**config.mk**
```make
export PLATFORM = sky130hd
export DESIGN_NAME = next_greater_element_stream
export DESIGN_NICKNAME = d
export VERILOG_FILES = /design/src/rtl/nges_pkg.sv /design/src/rtl/next_greater_element_stream.sv /design/src/rtl/nges_ram.sv
export SDC_FILE = /design/constraint.sdc
export NUM_CORES = 2
export LEC_CHECK = 0
export ABC_AREA = 1
export BUFFER_PORTS_ARGS = -buffer_cell sky130_fd_sc_hd__buf_4
export CAP_MARGIN = 10
export CORE_MARGIN = 8
export CORE_UTILIZATION = 50
export CTS_CLUSTER_SIZE = 20
export DETAILED_ROUTE_END_ITERATION = 16
export PLACE_DENSITY = 0.71
export SETUP_SLACK_MARGIN = 0.3
export SLEW_MARGIN = 20
export SYNTH_ARGS = -nofsm -noshare
export SYNTH_HDL_FRONTEND = slang
export SYNTH_SLANG_ARGS = --single-unit
```
**constraint.sdc**
```tcl
create_clock -name clock -period 7.3 [get_ports clock]
set_input_delay 0.73 -clock clock [delete_from_list [all_inputs] [get_ports clock]]
set_output_delay 0.73 -clock clock [all_outputs]
set_load 0.01 [all_outputs]
```
**src/rtl/nges_pkg.sv**
```systemverilog
// shared constants and types of the next greater element stream
package nges_pkg;

   localparam int unsigned VALUE_W           = 32;
   localparam int unsigned STACK_DEPTH_DEF   = 32;

   typedef struct packed {
      logic                      last_of_run;
      logic                      overflow;
      logic                      has_greater;
      logic signed [VALUE_W-1:0] greater;
      logic signed [VALUE_W-1:0] element;
   } rsp_type;

endpackage

```
**src/rtl/next_greater_element_stream.sv**
```systemverilog
// Next greater element engine over a stream of signed 32-bit values. Each request is taken in,
// then pops the stored values smaller than it (one compare and pop per cycle against the
// cached stack top, while the output register is free), then is pushed or reported as an
// overflow; with the end mark set, the stack is then drained entry by entry. A new request
// is taken only once the last one is through. The stack sits in one ram with a registered
// read; the entry below the top is read ahead so a pop need not wait for the ram. Results
// leave through an output register and a stalled result holds the engine only when it must
// emit another.
module next_greater_element_stream
   import nges_pkg::*;
#(
   parameter int unsigned STACK_DEPTH = STACK_DEPTH_DEF
) (
   input  logic                   clock,
   input  logic                   reset,
   input  logic                   req_tvalid,
   output logic                   req_tready,
   input  logic [VALUE_W-1:0]     req_tdata,   // value
   input  logic                   req_tlast,   // end_of_sequence
   output logic                   rsp_tvalid,
   input  logic                   rsp_tready,
   output logic [2*VALUE_W-1:0]   rsp_tdata,   // element, greater
   output logic [1:0]             rsp_tuser,   // has_greater, overflow
   output logic                   rsp_tlast    // last_of_run
);

   localparam int unsigned AW = $clog2(STACK_DEPTH);
   localparam int unsigned CW = $clog2(STACK_DEPTH + 1);

   typedef enum logic [1:0] {IDLE, POP, FLUSH} state_type;

   state_type                 state_ff, state_in;
   logic [CW-1:0]             count_ff, count_in;
   logic signed [VALUE_W-1:0] top_ff, top_in;
   logic signed [VALUE_W-1:0] value_ff, value_in;
   logic                      eos_ff, eos_in;
   rsp_type                   rsp_ff, rsp_in;
   logic                      rsp_valid_ff, rsp_valid_in;

   logic               wr_en;
   logic [AW-1:0]      rd_addr;
   logic [VALUE_W-1:0] below;
   logic               out_free;
   logic               not_empty;
   logic               full;
   logic               top_less;
   logic               more_pop;
   logic               emit;
   rsp_type            rsp_new;

   nges_ram #(
      .WIDTH (VALUE_W),
      .DEPTH (STACK_DEPTH)
   ) u_stack (
      .clock   (clock),
      .wr_en   (wr_en),
      .wr_addr (AW'(count_ff)),
      .wr_data (value_ff),
      .rd_addr (rd_addr),
      .rd_data (below)
   );

   // read ahead the entry under the next top
   assign rd_addr = AW'(count_in - CW'(2));

   assign out_free  = !rsp_valid_ff || rsp_tready;
   assign not_empty = count_ff != '0;
   assign full      = count_ff == CW'(STACK_DEPTH);
   assign top_less  = top_ff < value_ff;
   assign more_pop  = (count_ff > CW'(1)) && ($signed(below) < value_ff);

   assign req_tready = state_ff == IDLE;

   always_comb begin
      state_in = state_ff;
      count_in = count_ff;
      top_in   = top_ff;
      value_in = value_ff;
      eos_in   = eos_ff;
      wr_en    = 1'b0;
      emit     = 1'b0;
      rsp_new  = '0;
      unique case (state_ff)
         IDLE: begin
            if (req_tvalid) begin
               value_in = req_tdata;
               eos_in   = req_tlast;
               state_in = POP;
            end
         end
         POP: begin
            priority if (not_empty && top_less) begin
               if (out_free) begin
                  emit                = 1'b1;
                  rsp_new.element     = top_ff;
                  rsp_new.greater     = value_ff;
                  rsp_new.has_greater = 1'b1;
                  rsp_new.last_of_run = !more_pop && !eos_ff;
                  count_in            = count_ff - CW'(1);
                  top_in              = $signed(below);
               end
            end else if (!full) begin
               wr_en    = 1'b1;
               top_in   = value_ff;
               count_in = count_ff + CW'(1);
               state_in = eos_ff ? FLUSH : IDLE;
            end else begin
               if (out_free) begin
                  emit                = 1'b1;
                  rsp_new.element     = value_ff;
                  rsp_new.overflow    = 1'b1;
                  rsp_new.last_of_run = !eos_ff;
                  state_in            = eos_ff ? FLUSH : IDLE;
               end
            end
         end
         FLUSH: begin
            if (out_free) begin
               emit                = 1'b1;
               rsp_new.element     = top_ff;
               rsp_new.last_of_run = count_ff == CW'(1);
               count_in            = count_ff - CW'(1);
               top_in              = $signed(below);
               if (count_ff == CW'(1)) begin
                  state_in = IDLE;
               end
            end
         end
         default: begin
            state_in = IDLE;
         end
      endcase
   end

   always_comb begin
      rsp_in       = rsp_ff;
      rsp_valid_in = rsp_valid_ff;
      if (emit) begin
         rsp_in       = rsp_new;
         rsp_valid_in = 1'b1;
      end else if (rsp_tready) begin
         rsp_valid_in = 1'b0;
      end
   end

   always_ff @(posedge clock) begin
      if (reset) begin
         state_ff     <= IDLE;
         count_ff     <= '0;
         rsp_valid_ff <= 1'b0;
      end else begin
         state_ff     <= state_in;
         count_ff     <= count_in;
         rsp_valid_ff <= rsp_valid_in;
      end
      top_ff   <= top_in;
      value_ff <= value_in;
      eos_ff   <= eos_in;
      rsp_ff   <= rsp_in;
   end

   assign rsp_tvalid = rsp_valid_ff;
   assign rsp_tdata  = {rsp_ff.greater, rsp_ff.element};
   assign rsp_tuser  = {rsp_ff.overflow, rsp_ff.has_greater};
   assign rsp_tlast  = rsp_ff.last_of_run;

endmodule

```
**src/rtl/nges_ram.sv**
```systemverilog
// generic single write port ram with registered read
module nges_ram #(
   parameter int unsigned WIDTH = 32,
   parameter int unsigned DEPTH = 32
) (
   input  logic                     clock,
   input  logic                     wr_en,
   input  logic [$clog2(DEPTH)-1:0] wr_addr,
   input  logic [WIDTH-1:0]         wr_data,
   input  logic [$clog2(DEPTH)-1:0] rd_addr,
   output logic [WIDTH-1:0]         rd_data
);

   logic [WIDTH-1:0] mem [DEPTH];

   always_ff @(posedge clock) begin
      if (wr_en) begin
         mem[wr_addr] <= wr_data;
      end
      rd_data <= mem[rd_addr];
   end

endmodule

```
==> results.md <==
- Synth-to-layout area growth: 11.5%
- DR vias: between 30000 and 40000
- Skew final: between 20 and 30 ps
- Pre-CTS setup slack: 1800 ps
- CP startpoint kind: flip-flop
- Synth Flop Type: edfxtp_1
- Most common cell after layout, fill and taps aside: nand2_1
- Post-synthesis cell type count: 38
- Ys Warns: 0
- Final hold vios: 0
- TritonCTS clock tree: yes
- Clock root buffer: clkbuf_16
- DRT Pass-1 Iters: 6
- Syn Nets: 5055
- Number of global-route vias before repair: 35600
- # IOs: roughly 110
- DR vias/cell: around 5.9
- Max stage delay on crit path: 480 ps
- Post-synth EDFFs: between 1000 and 1500
- Register area share after synthesis: roughly two thirds
- Worst Hold Class: in2reg
- H-tree Lvls: 3
- Share of layout cells above drive strength 1: ~8.8%
- Die Ht: roughly 340 µm
- Clock slew at reported path FFs: roughly 60 ps
- Detail Route Antenna Nets: 0
- Remaining Overflow, GRT: 0
- Cell mode on critical path: nand2_1
- Final WL: 155000 µm
- Crit Path Class: reg2reg
- First-pass GRT wire length: roughly 230000 µm
- Commonest non-fill, non-tap cells in the layout: nand2_1, edfxtp_1, nand3_1
- Antenna violations before repair: 7
- Worst-path fanout max: about 230
- Slowest cell on crit path: nand2_8
- Top delay family on crit path: simple AND/OR/NAND/NOR gates
- PortBufs: approximately 110
- Critical Path RT: approximately 7900 ps
- Crit path DAT: roughly 6300 ps
- TritonCTS buffer count: between 100 and 150
- Worst path buffer plus inverter count: 3
- Max Slew Vio Count: 0
- Largest net degree at the start of global routing: 229
- Hold_buf cts: 0
- Status: complete, no violations
- Clock sinks: 1197
- Final worst-path cycle share: 78.0%
- # setup viols final: 0
- FF+latch count, synth: approximately 1200
- Die extent in x: around 340 µm
- RSZ-0062 raised after global routing: no
- Post-CTS setup repair buffer count: 0
- Nets: 5090
- Yosys top cell by area: edfxtp_1
- Wirelength per Cell: between 20 and 25 µm
- Max_cap viols: 0
- Dpl hpwl: approximately 87000 µm
- FFs w/ async S/R, synth: 0%
- Die area: roughly 0.12 mm²
- Critical Path End Type: flip-flop
- Relative slew slack: 6.82%
- Clk Latency, worst-skew pair: approximately 700 ps
- Mean post-synth cell area: 10.7 µm²
- Cts repair resizes: 0
- Top post-synthesis cells by area: edfxtp_1, nand3_1, nand2_1
- Synth Instances: ~4900
- Top cell type's share of synthesized area: roughly 66%
- # DRC: 0
- Core area: about 0.11 mm²
- GRT Total Usage: between 20% and 30%
- CTS Buffer Depth: 3
- Final Critical Period: around 5700 ps
- Setup_tns: 0 ps
- Starting DRT DRC Count: slightly below 6000
- FMAX: between 150 and 200 MHz
- Final WS setup: between 1500 and 2000 ps
- FP Rows: 119
- Slew @ Worst Pin: about 1400 ps
- Initial Utilization: between 50% and 60%
- GP Congestion: around 0.97
- Post-synthesis cell area: around 0.053 mm²
cell type report:
| cell class | count | area (µm²) |
|---|---|---|
| fillers | 8709 | 46200 |
| flip-flops and latches | 1197 | 35500 |
| multi-input cells | 2831 | 14000 |
| clock buffers | 169 | 3250 |
| inverters | 616 | 2320 |
| repair buffers | 220 | 1830 |
| well taps | 1391 | 1740 |
| clock inverters | 52 | 387 |
| diodes | 1 | 2.50 |
per-layer routing:
layer	up-vias	GRT usage (%)	part of all wire (%)
met2	2321	39.5	45
met3	403	5.39	12
met4	2	11.3	4.8
met1	18300	35.4	39
met5	-	0	0.0084
li1	16900	-	-
path summary, 6_finish.rpt:
path              cells after the start                startpoint                     endpoint  slack, ps
setup / recovery                     25     value_ff[3]$_DFFE_PP_  u_stack.rd_data[16]$_DFF_P_       1610
hold / removal                        1             req_tdata[25]       value_ff[25]$_DFFE_PP_        200
setup reg to reg                     25     value_ff[3]$_DFFE_PP_  u_stack.rd_data[16]$_DFF_P_       1610
hold reg to reg                       2  state_ff[0]$_SDFFE_PP0P_     state_ff[0]$_SDFFE_PP0P_        530
flip-flops by register name, summed over array words and instances, names as in the netlist:
register,cells
state_ff,2
top_ff,32
rsp_tuser,2
u_stack.mem,1024
rsp_tvalid,1
rsp_tdata,64
u_stack.rd_data,32
value_ff,32
count_ff,6
eos_ff,1
rsp_tlast,1
Yosys cell counts (2+ instances only):
cell type  instances
a211oi_1           3
a21oi_1           69
a31oi_1           32
buf_1             13
buf_2            155
buf_4             21
buf_6              5
clkbuf_1         109
dfxtp_1           41
edfxtp_1        1156
ha_1              71
inv_1            609
inv_2              6
nand2_1         1178
nand2_2            4
nand3_1         1104
nand3_2            3
nand3b_1         162
nand4_1           20
nor2_1           134
o211ai_1           2
o21a_1             3
o21ai_0           20
o21ai_1            4
or2_2              3
xor2_1             8
logic make-up after synthesis:
| family | synth area share [%] |
|---|---|
| compound gates | 1.52 |
| xor+xnor | 0.184 |
| fa+ha+maj | 1.68 |
| buf+inv | 7.10 |
| flops | 67.1 |
| mux | 0.0189 |
| simple gates | 22.4 |
metrics by stage:
stage          cell area [µm²]  hold slack (ps)  utilization (%)  cells
6_report                 59100              196             56.1   6477
5_1_grt                  59100              175             56.1   6476
4_1_cts                  59000              161             56.1   6474
3_5_place_dp             55400              511             52.6   6253
3_3_place_gp             55400              496             52.6   6253
2_1_floorplan            53000              478                -   4947
Power is not shown: default switching activity piles up to over one toggle a cycle in this logic, so the estimate is an artifact.
